File: config.mk
export PLATFORM = sky130hd
export DESIGN_NAME = pid_q8_controller_flat
export DESIGN_NICKNAME = d
export VERILOG_FILES = /design/src/hw/rtl/pidq8_pkg.sv /design/src/hw/rtl/pidq8_if.sv /design/src/hw/rtl/pidq8_cfg_regs.sv /design/src/hw/rtl/pidq8_datapath.sv /design/src/hw/rtl/pid_q8_controller.sv /design/src/flat_wrapper.sv
export SDC_FILE = /design/constraint.sdc
export NUM_CORES = 2
export LEC_CHECK = 0
export BUFFER_PORTS_ARGS = -buffer_cell sky130_fd_sc_hd__clkbuf_2
export CORE_UTILIZATION = 70
export CTS_BUF_LIST = sky130_fd_sc_hd__clkbuf_8
export CTS_CLUSTER_DIAMETER = 120
export DETAILED_ROUTE_END_ITERATION = 12
export PLACE_DENSITY = 0.87
export SLEW_MARGIN = 20
export SYNTH_ARGS = -nofsm -noshare
export SYNTH_HDL_FRONTEND = slang
export SYNTH_SLANG_ARGS = --single-unit
File: constraint.sdc
create_clock -name clk -period 34.8 [get_ports clk]
set_input_delay 1.74 -clock clk [delete_from_list [all_inputs] [get_ports clk]]
set_output_delay 1.74 -clock clk [all_outputs]
set_load 0.02 [all_outputs]
File: src/hw/rtl/pidq8_pkg.sv
// ============================================================================
// pidq8_pkg
// Shared types, codes and helpers for the Q8.8 PID controller.
// ============================================================================
package pidq8_pkg;

  // Default number of fraction bits in the gains
  localparam int FRAC_BITS_DEF = 8;

  // Working width of the wide sums; sized for the largest fraction width (15)
  localparam int SUM_W = 35;

  // Configuration register indexes
  localparam int CFG_IDX_W = 3;
  localparam logic [CFG_IDX_W-1:0] REG_GAIN_P       = 3'd0;
  localparam logic [CFG_IDX_W-1:0] REG_GAIN_I       = 3'd1;
  localparam logic [CFG_IDX_W-1:0] REG_GAIN_D       = 3'd2;
  localparam logic [CFG_IDX_W-1:0] REG_RAIL_LOW     = 3'd3;
  localparam logic [CFG_IDX_W-1:0] REG_RAIL_HIGH    = 3'd4;
  localparam logic [CFG_IDX_W-1:0] REG_MANUAL_MODE  = 3'd5;
  localparam logic [CFG_IDX_W-1:0] REG_MANUAL_VALUE = 3'd6;

  // Item function codes
  localparam logic FUNC_UPDATE = 1'b0;
  localparam logic FUNC_CLEAR  = 1'b1;

  // Reset values of the rails
  localparam logic signed [15:0] RAIL_LOW_RST  = 16'sh8000;
  localparam logic signed [15:0] RAIL_HIGH_RST = 16'sh7fff;

  // Configuration register set
  typedef struct packed {
    logic signed [15:0] gain_p;
    logic signed [15:0] gain_i;
    logic signed [15:0] gain_d;
    logic signed [15:0] rail_low;
    logic signed [15:0] rail_high;
    logic               manual_mode;
    logic signed [15:0] manual_value;
  } cfg_t;

  // Controller history flags
  typedef struct packed {
    logic have_last;
    logic skip_integrate;
  } hist_t;

  // Raise to lo first, then lower to hi (inverted rails end at hi)
  function automatic logic signed [SUM_W-1:0] clamp_seq(
    input logic signed [SUM_W-1:0] v,
    input logic signed [SUM_W-1:0] lo,
    input logic signed [SUM_W-1:0] hi
  );
    logic signed [SUM_W-1:0] res;
    res = v;
    if (res < lo) res = lo;
    if (res > hi) res = hi;
    return res;
  endfunction

endpackage

File: src/hw/rtl/pidq8_if.sv
// ============================================================================
// pidq8 channel interfaces
// Valid/ready channels for update items and controller results.
// ============================================================================

// Update item channel
interface pidq8_in_if;
  logic               valid;
  logic               ready;
  logic               func;
  logic signed [15:0] target;
  logic signed [15:0] sensed;

  modport source (output valid, output func, output target, output sensed, input ready);
  modport sink   (input valid, input func, input target, input sensed, output ready);
endinterface

// Result channel
interface pidq8_out_if;
  logic               valid;
  logic               ready;
  logic signed [15:0] drive;

  modport source (output valid, output drive, input ready);
  modport sink   (input valid, input drive, output ready);
endinterface

File: src/hw/rtl/pidq8_cfg_regs.sv
// ============================================================================
// pidq8_cfg_regs
// Write-only configuration register file of the PID controller.
// ============================================================================
module pidq8_cfg_regs (
  input  logic                            clk,
  input  logic                            rst_n,
  input  logic                            cfg_we,
  input  logic [pidq8_pkg::CFG_IDX_W-1:0] cfg_idx,
  input  logic [15:0]                     cfg_wdata,
  output pidq8_pkg::cfg_t                 cfg
);

  pidq8_pkg::cfg_t cfg_r;
  pidq8_pkg::cfg_t cfg_nxt;

  // Register decode; unknown indexes are dropped
  always_comb begin
    cfg_nxt = cfg_r;
    if (cfg_we) begin
      unique case (cfg_idx)
        pidq8_pkg::REG_GAIN_P:       cfg_nxt.gain_p       = cfg_wdata;
        pidq8_pkg::REG_GAIN_I:       cfg_nxt.gain_i       = cfg_wdata;
        pidq8_pkg::REG_GAIN_D:       cfg_nxt.gain_d       = cfg_wdata;
        pidq8_pkg::REG_RAIL_LOW:     cfg_nxt.rail_low     = cfg_wdata;
        pidq8_pkg::REG_RAIL_HIGH:    cfg_nxt.rail_high    = cfg_wdata;
        pidq8_pkg::REG_MANUAL_MODE:  cfg_nxt.manual_mode  = cfg_wdata[0];
        pidq8_pkg::REG_MANUAL_VALUE: cfg_nxt.manual_value = cfg_wdata;
        default: ;
      endcase
    end
  end

  always_ff @(posedge clk) begin
    if (!rst_n) begin
      cfg_r.gain_p       <= '0;
      cfg_r.gain_i       <= '0;
      cfg_r.gain_d       <= '0;
      cfg_r.rail_low     <= pidq8_pkg::RAIL_LOW_RST;
      cfg_r.rail_high    <= pidq8_pkg::RAIL_HIGH_RST;
      cfg_r.manual_mode  <= 1'b0;
      cfg_r.manual_value <= '0;
    end else begin
      cfg_r <= cfg_nxt;
    end
  end

  assign cfg = cfg_r;

endmodule

File: src/hw/rtl/pidq8_datapath.sv
// ============================================================================
// pidq8_datapath
// One-pass PID update: P, I, D terms, integrator clamp, output saturation, manual mode and clear items.
// ============================================================================
module pidq8_datapath #(
  parameter int FRAC_BITS = pidq8_pkg::FRAC_BITS_DEF,
  parameter int ACC_W     = 16 + FRAC_BITS
) (
  input  logic                     func,
  input  logic signed [15:0]       target,
  input  logic signed [15:0]       sensed,
  input  pidq8_pkg::cfg_t          cfg,
  input  logic signed [ACC_W-1:0]  acc,
  input  logic signed [15:0]       last_sensed,
  input  pidq8_pkg::hist_t         hist,
  output logic signed [15:0]       drive,
  output logic signed [ACC_W-1:0]  acc_nxt,
  output logic signed [15:0]       last_nxt,
  output pidq8_pkg::hist_t         hist_nxt
);

  localparam int SW = pidq8_pkg::SUM_W;

  logic signed [15:0]    err;
  logic signed [15:0]    dmeas;
  logic signed [31:0]    p_prod;
  logic signed [31:0]    i_prod;
  logic signed [31:0]    d_prod;
  logic signed [31:0]    d_term;
  logic signed [SW-1:0]  p_w;
  logic signed [SW-1:0]  d_w;
  logic signed [SW-1:0]  i_w;
  logic signed [SW-1:0]  lo_w;
  logic signed [SW-1:0]  hi_w;
  logic signed [SW-1:0]  lo_q;
  logic signed [SW-1:0]  hi_q;
  logic signed [SW-1:0]  acc_auto;
  logic signed [SW-1:0]  total;
  logic signed [SW-1:0]  drive_auto;
  logic signed [SW-1:0]  drive_man;
  logic signed [SW-1:0]  acc_man;
  logic signed [SW-1:0]  drive_sel;
  logic signed [SW-1:0]  acc_sel;

  // Error and measurement change, both wrapped to 16 bits
  assign err   = target - sensed;
  assign dmeas = hist.have_last ? (sensed - last_sensed) : 16'sd0;

  // Gain products
  assign p_prod = cfg.gain_p * err;
  assign i_prod = cfg.gain_i * err;
  assign d_prod = cfg.gain_d * dmeas;
  assign d_term = 32'sd0 - d_prod;

  assign p_w = SW'(p_prod);
  assign d_w = SW'(d_term);
  assign i_w = hist.skip_integrate ? '0 : SW'(i_prod);

  // Rails, plain and scaled
  assign lo_w = SW'(cfg.rail_low);
  assign hi_w = SW'(cfg.rail_high);
  assign lo_q = lo_w <<< FRAC_BITS;
  assign hi_q = hi_w <<< FRAC_BITS;

  // Automatic: integrate, clamp, sum, floor shift, saturate
  assign acc_auto   = pidq8_pkg::clamp_seq(SW'(acc) + i_w, lo_q, hi_q);
  assign total      = p_w + acc_auto + d_w;
  assign drive_auto = pidq8_pkg::clamp_seq(total >>> FRAC_BITS, lo_w, hi_w);

  // Manual: hold clamped value and back-calculate the integrator
  assign drive_man = pidq8_pkg::clamp_seq(SW'(cfg.manual_value), lo_w, hi_w);
  assign acc_man   = pidq8_pkg::clamp_seq((drive_man <<< FRAC_BITS) - p_w - d_w, lo_q, hi_q);

  assign drive_sel = cfg.manual_mode ? drive_man : drive_auto;
  assign acc_sel   = cfg.manual_mode ? acc_man : acc_auto;

  // Next state; a clear item resets the history and keeps last_sensed
  always_comb begin
    drive = drive_sel[15:0];
    if (func == pidq8_pkg::FUNC_CLEAR) begin
      acc_nxt                 = '0;
      last_nxt                = last_sensed;
      hist_nxt.have_last      = 1'b0;
      hist_nxt.skip_integrate = 1'b0;
    end else begin
      acc_nxt                 = acc_sel[ACC_W-1:0];
      last_nxt                = sensed;
      hist_nxt.have_last      = 1'b1;
      hist_nxt.skip_integrate = cfg.manual_mode;
    end
  end

endmodule

File: src/hw/rtl/pid_q8_controller.sv
// ============================================================================
// pid_q8_controller
// Fixed-point PID controller with signed Q8.8 gains and clamped output.
// ============================================================================
// Usage:
//   in_item  : update items (func, target, sensed); a transfer happens when
//              valid and ready are both high. func = clear zeroes the
//              integrator and history and produces no result.
//   out_item : one drive value per update item, in order.
//   cfg_*    : write-only register port; write only while the block is idle.
// Path: an item passes through the input register and then the result register,
//   which raises out_item.valid; the result transfers once out_item.ready is
//   high.
// Throughput: one item per cycle unless a result waits for out_item.ready;
//   the integrator and history feedback is a single combinational pass from
//   the input register into the state registers, which sets that rate.
// Reset: synchronous, active low; clears both stages, the integrator, the
//   history and the configuration to its reset values.
// Stall: while a result waits for ready, the input register still takes
//   one item; after that in_item.ready drops until the result is taken.
// ============================================================================
module pid_q8_controller #(
  parameter int FRAC_BITS = pidq8_pkg::FRAC_BITS_DEF
) (
  input  logic                            clk,
  input  logic                            rst_n,
  pidq8_in_if.sink                        in_item,
  pidq8_out_if.source                     out_item,
  input  logic                            cfg_we,
  input  logic [pidq8_pkg::CFG_IDX_W-1:0] cfg_idx,
  input  logic [15:0]                     cfg_wdata
);

  localparam int ACC_W = 16 + FRAC_BITS;

  pidq8_pkg::cfg_t   cfg;

  // Input stage
  logic               s0_valid_r;
  logic               s0_func_r;
  logic signed [15:0] s0_target_r;
  logic signed [15:0] s0_sensed_r;

  // Result stage
  logic               out_valid_r;
  logic signed [15:0] drive_r;

  // Controller state
  logic signed [ACC_W-1:0] acc_r;
  logic signed [15:0]      last_sensed_r;
  pidq8_pkg::hist_t        hist_r;

  // Datapath results
  logic signed [15:0]      drive_nxt;
  logic signed [ACC_W-1:0] acc_nxt;
  logic signed [15:0]      last_sensed_nxt;
  pidq8_pkg::hist_t        hist_nxt;

  logic advance;
  logic in_ready;
  logic in_xfer;

  pidq8_cfg_regs u_cfg (
    .clk       (clk),
    .rst_n     (rst_n),
    .cfg_we    (cfg_we),
    .cfg_idx   (cfg_idx),
    .cfg_wdata (cfg_wdata),
    .cfg       (cfg)
  );

  pidq8_datapath #(
    .FRAC_BITS (FRAC_BITS),
    .ACC_W     (ACC_W)
  ) u_dp (
    .func        (s0_func_r),
    .target      (s0_target_r),
    .sensed      (s0_sensed_r),
    .cfg         (cfg),
    .acc         (acc_r),
    .last_sensed (last_sensed_r),
    .hist        (hist_r),
    .drive       (drive_nxt),
    .acc_nxt     (acc_nxt),
    .last_nxt    (last_sensed_nxt),
    .hist_nxt    (hist_nxt)
  );

  // Handshake: result register frees when empty or taken
  assign advance  = !out_valid_r || out_item.ready;
  assign in_ready = !s0_valid_r || advance;
  assign in_xfer  = in_item.valid && in_ready;

  assign in_item.ready  = in_ready;
  assign out_item.valid = out_valid_r;
  assign out_item.drive = drive_r;

  // Control and controller state
  always_ff @(posedge clk) begin
    if (!rst_n) begin
      s0_valid_r    <= 1'b0;
      out_valid_r   <= 1'b0;
      acc_r         <= '0;
      last_sensed_r <= '0;
      hist_r        <= '0;
    end else begin
      if (in_ready) begin
        s0_valid_r <= in_item.valid;
      end
      if (advance) begin
        out_valid_r <= s0_valid_r && (s0_func_r == pidq8_pkg::FUNC_UPDATE);
      end
      if (s0_valid_r && advance) begin
        acc_r         <= acc_nxt;
        last_sensed_r <= last_sensed_nxt;
        hist_r        <= hist_nxt;
      end
    end
  end

  // Payload registers
  always_ff @(posedge clk) begin
    if (in_xfer) begin
      s0_func_r   <= in_item.func;
      s0_target_r <= in_item.target;
      s0_sensed_r <= in_item.sensed;
    end
    if (s0_valid_r && advance) begin
      drive_r <= drive_nxt;
    end
  end

  // A clear item never produces a result
  a_clear_no_result: assert property (@(posedge clk) disable iff (!rst_n)
    (s0_valid_r && advance && s0_func_r == pidq8_pkg::FUNC_CLEAR) |=> !out_valid_r)
    else $error("clear item produced a result");

  // An update item leaves valid derivative history behind
  a_update_sets_history: assert property (@(posedge clk) disable iff (!rst_n)
    (s0_valid_r && advance && s0_func_r == pidq8_pkg::FUNC_UPDATE) |=> hist_r.have_last)
    else $error("update did not record last measurement");

  // A stalled input stage keeps its item
  a_stage_holds: assert property (@(posedge clk) disable iff (!rst_n)
    (s0_valid_r && !advance) |=> (s0_valid_r && $stable(s0_sensed_r)))
    else $error("input stage lost an item under stall");

endmodule
File: src/flat_wrapper.sv
// flat-port wrapper written by rule: the top's interface ports become plain ports
module pid_q8_controller_flat 
#(
  parameter int FRAC_BITS = pidq8_pkg::FRAC_BITS_DEF
)
  (clk, rst_n, cfg_we, cfg_idx, cfg_wdata, in_item_valid, in_item_func, in_item_target, in_item_sensed, in_item_ready, out_item_valid, out_item_drive, out_item_ready);
  pidq8_in_if in_item_i ();
  pidq8_out_if out_item_i ();
  input  logic clk;
  input  logic rst_n;
  input  logic cfg_we;
  input  logic [pidq8_pkg::CFG_IDX_W-1:0] cfg_idx;
  input  logic [15:0] cfg_wdata;
  input wire logic [$bits(in_item_i.valid)-1:0] in_item_valid;
  input wire logic [$bits(in_item_i.func)-1:0] in_item_func;
  input wire logic [$bits(in_item_i.target)-1:0] in_item_target;
  input wire logic [$bits(in_item_i.sensed)-1:0] in_item_sensed;
  output wire logic [$bits(in_item_i.ready)-1:0] in_item_ready;
  output wire logic [$bits(out_item_i.valid)-1:0] out_item_valid;
  output wire logic [$bits(out_item_i.drive)-1:0] out_item_drive;
  input wire logic [$bits(out_item_i.ready)-1:0] out_item_ready;
  assign in_item_i.valid = in_item_valid;
  assign in_item_i.func = in_item_func;
  assign in_item_i.target = in_item_target;
  assign in_item_i.sensed = in_item_sensed;
  assign in_item_ready = in_item_i.ready;
  assign out_item_valid = out_item_i.valid;
  assign out_item_drive = out_item_i.drive;
  assign out_item_i.ready = out_item_ready;
  pid_q8_controller #(.FRAC_BITS(FRAC_BITS)) u_core (.clk(clk), .rst_n(rst_n), .in_item(in_item_i), .out_item(out_item_i), .cfg_we(cfg_we), .cfg_idx(cfg_idx), .cfg_wdata(cfg_wdata));
endmodule
# After elaboration in Yosys (flattened, before gate mapping)
# Cells that the tools add are included.
dict set report totals {
  elab_cells 73
  reg_bits 190
  out_inout_bits 18
  input_bits 57
}
dict set report classes {
  mux 14
  reduce_logical 16
  add_sub_neg 8
  mul 3
  n_lt_le_gt_ge 8
  n_eq_ne 6
  n_bitwise 1
}
# op n
set ops {}
lappend ops {{$mux W35} 6}
lappend ops {{$mul A16 B16 Y32} 3}
lappend ops {{$mux W24} 3}
lappend ops {{$gt A35 B16 Y1} 2}
lappend ops {{$gt A35 B24 Y1} 2}
lappend ops {{$lt A35 B24 Y1} 2}
lappend ops {{$sub A35 B32 Y35} 2}
lappend ops {{$mux W16} 3}
lappend ops {{$add A24 B35 Y35} 1}
lappend ops {{$add A32 B35 Y35} 1}
lappend ops {{$add A35 B32 Y35} 1}
lappend ops {{$sub A1 B32 Y32 const A} 1}
lappend ops {{$sub A16 B16 Y16} 2}
lappend ops {{$lt A27 B16 Y1} 1}
lappend ops {{$mux W27} 1}
lappend ops {{$lt A16 B16 Y1} 1}
lappend ops {{$reduce_and A2 Y1} 8}
lappend ops {{$eq A3 B3 Y1 const B} 3}
lappend ops {{$eq A3 B2 Y1 const B} 2}
lappend ops {{$eq A3 B1 Y1 const B} 1}
lappend ops {{$logic_and A1 B1 Y1} 3}
lappend ops {{$logic_not A3 Y1} 1}
lappend ops {{$logic_not A1 Y1} 2}
lappend ops {{$logic_or A1 B1 Y1} 2}
lappend ops {{2 further kinds} 2}

# Logic depth before layout (Yosys ltp)
dict set report depth {
  word_depth 15
  ltp_mapped 108
  mapped_depth_nobuf 99
}

# Modules after synthesis
# Synthesis repeated with hierarchy kept, for this count alone.
dict set report hier_totals {
  hier_cells 5611
  area_unflattened_um2 50387.1
}
# mod cells_each area_per_inst_um2 seq_area_each_um2 n_inst
set modules_own_cells {}
lappend modules_own_cells {pidq8_datapath 5013 43406.6 0.0 1}
lappend modules_own_cells {pidq8_cfg_regs 356 3683.5 1941.9 1}
lappend modules_own_cells {pid_q8_controller 242 3296.9 2352.3 1}

# Worst setup path after synthesis
# No wires, ideal clock.
dict set report synth_timing {
  path_type {register -> register}
  start {register u_core.s0_target_r[0]}
  end {register u_core.drive_r[3], in the netlist u_core.out_item.drive[3] (data pin)}
  stages_incl_launch_ff 99
  required_ps 34541
  setup_ps 259
  period_less_slack_ps 20776
  arrival_ps 20517
  path_slack_ps 14024
  n_path_buf 11
  path_cell_list {edfxtp_1 inv_1 ha_1 inv_1 fa_1 a21o_1 a21oi_1 o21ai_0 a21oi_1 o21bai_1 a211oi_1 o21ai_0 a31oi_1 o21bai_1 xor2_1 clkbuf_1 nand2_1 fa_1 [... 63 more ...] o21ai_0 o21ba_2 a221o_1 buf_6 buf_6 nand2_1 clkbuf_1 a21bo_2 ha_1 a21o_1 a21o_1 a221oi_1 o21ai_0 nor2_1 o221ai_1 clkbuf_1 and3_1 a211o_1}
}
dict set report synth_via {
  elab_chain_cells 15
  word_cells_on_any_way 16
  cone_classes {4 x add/sub; 2 x mul; 4 x order compare; 6 x mux}
}
# element line_no
set synth_lines {}
lappend synth_lines {{start: declaration} pid_q8_controller.sv:41} ;# logic signed [15:0] s0_target_r;
lappend synth_lines {{start signal: assignment} pid_q8_controller.sv:125} ;# s0_target_r <= in_item.target;
lappend synth_lines {{$sub A16 B16 Y16 *} pidq8_datapath.sv:46} ;# assign err = target - sensed;
lappend synth_lines {{$mul A16 B16 Y32} pidq8_datapath.sv:51} ;# assign i_prod = cfg.gain_i * err;
lappend synth_lines {{$mux W35} pidq8_datapath.sv:57} ;# assign i_w = hist.skip_integrate ? '0 : SW'(i_prod);
lappend synth_lines {{$add A24 B35 Y35} pidq8_datapath.sv:66} ;# assign acc_auto = pidq8_pkg::clamp_seq(SW'(acc) + i_w, lo_q, hi_q);
lappend synth_lines {{$lt A35 B24 Y1} pidq8_pkg.sv:56} ;# if (res < lo) res = lo;
lappend synth_lines {{$mux W35} pidq8_pkg.sv:56}
lappend synth_lines {{$gt A35 B24 Y1} pidq8_pkg.sv:57} ;# if (res > hi) res = hi;
lappend synth_lines {{$mux W35} pidq8_pkg.sv:57}
lappend synth_lines {{$add A32 B35 Y35 *} pidq8_datapath.sv:67} ;# assign total = p_w + acc_auto + d_w;
lappend synth_lines {{$add A35 B32 Y35 *} pidq8_datapath.sv:67}
lappend synth_lines {{$lt A27 B16 Y1} pidq8_pkg.sv:56}
lappend synth_lines {{$mux W35 *} pidq8_pkg.sv:56}
lappend synth_lines {{$gt A35 B16 Y1} pidq8_pkg.sv:57}
lappend synth_lines {{$mux W16 *} pidq8_pkg.sv:57}
lappend synth_lines {{$mux W16 *} pidq8_datapath.sv:74} ;# assign drive_sel = cfg.manual_mode ? drive_man : drive_auto;
lappend synth_lines {{net u_core.drive_nxt[3]} pid_q8_controller.sv:54} ;# logic signed [15:0] drive_nxt;
lappend synth_lines {{end signal: assignment} pid_q8_controller.sv:129} ;# drive_r <= drive_nxt;
lappend synth_lines {{end: declaration} pid_q8_controller.sv:46} ;# logic signed [15:0] drive_r;
# Mark *: on every way through the listed nets, which the timed path passes. The rest lies on a longest branch.
# A chain may end at the register's enable or synchronous reset.

# Final worst setup path
dict set report layout_timing {
  start {register u_core.s0_target_r[0]}
  end {register u_core.drive_r[12], in the netlist u_core.out_item.drive[12] (data pin)}
}
# Same word-level chain as after synthesis.

==> run_results.csv <==
group,metric,value,unit
routing,wire_per_inst,22.7,um
final_layout,areaGrowthSynthToFinish,3.35,%
clocking,htreeDepth,4,
final_layout,design_area,51700,um2
synthesis,synth_seq_cells,190,
placement,place_hpwl,123,mm
sta,finalSetupTns,0,ns
global_route,gr-total-overflow,0,
synthesis,synth_nets,7220,
setup_path,path_class,"reg2reg",
setup_path,r2r_setup_slack,9.64,ns
die,die_x,269,um
final_layout,final_nets,7150,
setup_path,arrival,25.62,ns
die,io_pins,75,
global_route,grt_pass1_vias,43045,
routing,drt_wl_total,150,mm
synthesis,yosysWarnings,0,
synthesis,ys_seq_area_frac,0.0858,
hold_path,hold_depth,2,
placement,port_buffers,74,
synthesis,synth_edf_count,49,
sta,slew_headroom,0.211,
hold_path,hp-class,"reg2reg",
clocking,cts_hold_buf,0,
die,start_util,0.711,
final_layout,fin_util,0.734,
setup_path,crit_required,35.27,ns
final_layout,regArea,4300,um2
synthesis,synthAdderAreaFrac,0.487,
synthesis,synth_compound_area_frac,0.115,
placement,place_congestion,1.09,
sta,rsz0062_at_grt,"false",
clocking,root_buffer,"clkbuf_8",
routing,avgViaCountPerCell,6.30,
setup_path,crit_fanout,22,
synthesis,netlist_area,50000,um2
sta,slew_violations,0,
synthesis,synth.distinct_cells,91,
sta,setup_violations,0,
synthesis,synth_xor_area_frac,0.0355,
routing,routed-via-count,41630,
job,cap_violations,0,
final_layout,fill_cells,5156,
hold_path,holdPathEnd,"u_core.last_sensed_r[8]$_SDFFE_PN0P_",
status,status,"finished, final reports clean",
sta,fin_worst_skew,0.0360,ns
setup_path,crit_slowest_cell,"o41ai_1",
clocking,cts_made_buffers,17,
sta,fmax,39.8,MHz
clocking,cts_resized,0,
die,coreArea,70400,um2
routing,drc,0,
setup_path,rr_startpoint,"u_core.s0_target_r[0]$_DFFE_PP_",
hold_path,worstHoldStart,"u_core.last_sensed_r[8]$_SDFFE_PN0P_",
setup_path,r2r-end,"u_core.out_item.drive[12]$_DFFE_PP_",
global_route,grt_pass1_wl,236,mm
die,fp-row-count,97,
sta,hold_violations,0,
final_layout,layout-drive-gt1-share,0.0547,
synthesis,synthArstFlopShare,0,
synthesis,synthMuxAreaShare,0.0234,
routing,first_iter_violations,4051,
sta,finalWorstSetupSlack,9.64,ns
clocking,post-cts-setup-buffer-count,0,
clocking,worst_skew_pair.late_latency,0.62,ns
synthesis,synthCells,5721,
sta,tightest_slew,1.17,ns
synthesis,synth_top_family_by_area,"adder cells",
die,dieArea,72500,um2
global_route,antenna_found_initial,6,
setup_path,crit_path_max_incr_delay,0.98,ns
clocking,cts_tree,"yes",
routing,dr.pass1.iters,6,
synthesis,avgSynthCellArea,8.74,um2
setup_path,critical_path.startpoint_type,"register",
setup_path,ff2ff_path_depth,94,
synthesis,synth-simple-area-share,0.163,
routing,ant_nets,0,
sta,period_minus_slack,25.16,ns
placement,place_ws,10.23,ns
setup_path,end_kind,"register",
global_route,grt_usage,0.423,
final_layout,multi_input_area,41400,um2
clocking,clk_pin_slew,0.13,ns
die,die_h,269,um
placement,place_area,51200,um2
sta,min_period_over_period,0.723,
synthesis,synth_flop_cell,"dfxtp_1",
clocking,clock-sinks,190,
global_route,grt_max_degree,82,
clocking,cts_buffer_depth,2,
[how the worst max path moves through the flow]
stage / start / end / slack, ns / cells after the start
floorplan: u_core.s0_target_r[0]$_DFFE_PP_ / u_core.out_item.drive[3]$_DFFE_PP_ / 14.02 / 98
global placement: u_core.s0_target_r[0]$_DFFE_PP_ / u_core.out_item.drive[12]$_DFFE_PP_ / 11.05 / 94
detailed placement: u_core.s0_target_r[0]$_DFFE_PP_ / u_core.out_item.drive[1]$_DFFE_PP_ / 10.23 / 95
CTS: u_core.s0_target_r[0]$_DFFE_PP_ / u_core.out_item.drive[1]$_DFFE_PP_ / 10.10 / 95
global route: u_core.s0_sensed_r[0]$_DFFE_PP_ / u_core.out_item.drive[12]$_DFFE_PP_ / 8.24 / 94
finish: u_core.s0_target_r[0]$_DFFE_PP_ / u_core.out_item.drive[12]$_DFFE_PP_ / 9.64 / 94
[registers in the layout, indices dropped and copies added, names as in the netlist]
name and cells:
u_core.acc_r 24, u_core.out_item.drive 16, u_core.s0_valid_r 1, u_core.s0_func_r 1, u_core.s0_target_r 16, u_core.hist_r 2
u_core.u_cfg.cfg 97, u_core.s0_sensed_r 16, u_core.out_item.valid 1, u_core.last_sensed_r 16
[Yosys cell counts, types with 9 or more instances]
master     number  area share
inv_1         991       0.074
fa_1          844        0.34
nand2_1       760       0.057
ha_1          598        0.15
a21oi_1       292       0.029
nor2_1        222       0.017
and2_1        211       0.026
clkbuf_1      199       0.015
and3_1        145       0.018
dfxtp_1       141       0.056
o21ai_0       134       0.013
xnor2_1       127       0.022
a21o_1        123       0.018
xor2_1         73       0.013
nor2b_1        71      0.0089
mux2_2         70       0.016
nor3_1         56      0.0056
nand3_1        50      0.0050
edfxtp_1       49       0.029
nand2b_1       48      0.0060
o21a_1         47      0.0071
nand4_1        44      0.0055
o211ai_1       35      0.0053
a211oi_1       30      0.0045
or2_2          28      0.0035
mux2i_1        25      0.0050
a31oi_1        23      0.0029
o21bai_1       23      0.0035
or3_1          20      0.0025
o31ai_1        18      0.0027
a2111oi_0      14      0.0025
a21boi_0       13      0.0020
a211o_1         9      0.0016
and4_1          9      0.0016
[cell usage in the layout, fill, tap and decap left out, types with 20 or more instances in the layout]
cell type    n
a211oi_1    30
a21o_1     123
a21oi_1    292
a31oi_1     23
and2_1     211
and3_1     145
buf_4       45
clkbuf_2    74
dfxtp_1    140
edfxtp_1    49
fa_1       844
ha_1       598
inv_1      991
mux2_2      70
mux2i_1     24
nand2_1    760
nand2b_1    48
nand3_1     50
nand4_1     44
nor2_1     220
nor2b_1     71
nor3_1      54
o211ai_1    35
o21a_1      47
o21ai_0    134
o21bai_1    23
or2_2       28
or3_1       20
xnor2_1    117
xor2_1      68
[logic make-up after synthesis]
| group | after synthesis |
|---|---|
| AO/OA/AOI/OAI | 880 |
| XOR/XNOR | 201 |
| adder cells (fa/ha/maj) | 1442 |
| buffers and inverters | 1200 |
| flip-flops | 190 |
| multiplexers | 105 |
| AND/OR/NAND/NOR | 1703 |
[stage by stage]
step / instances / hold slack (ns)
floorplan: 5721 / 0.436
global placement: 6572 / 0.442
detailed placement: 6572 / 0.446
CTS: 6604 / 0.461
finish: 6609 / 0.461
global route: 6608 / 0.471
[layer usage]
metal	up-vias	part of all wire	global-route usage
li1	18313	-	-
met1	20360	0.37	0.534
met2	2365	0.46	0.676
met3	590	0.10	0.0859
met4	2	0.070	0.253
met5	-	0.000087	0
[worst max-delay path: cells and delay by family, from the launching register on]
family	cells	cell delay, ns
AOI/OAI and AO/OA	42	10.09
xor gates and xnor gates	3	0.91
adders and majority gates	16	6.13
buffers and inverters	8	1.60
DFF	1	0.38
muxes	2	0.90
and+or+nand+nor	23	4.95
[area by class of cell]
type,count,area share
multi-input cells,4331,0.800
flip-flops and latches,190,0.0831
inverters,992,0.0720
well taps,940,0.0227
repair buffers,119,0.0137
clock buffers,19,0.00506
clock inverters,13,0.00329
diodes,5,0.000242
Power is not shown: default switching activity piles up to over one toggle a cycle in this logic, so the estimate is an artifact.
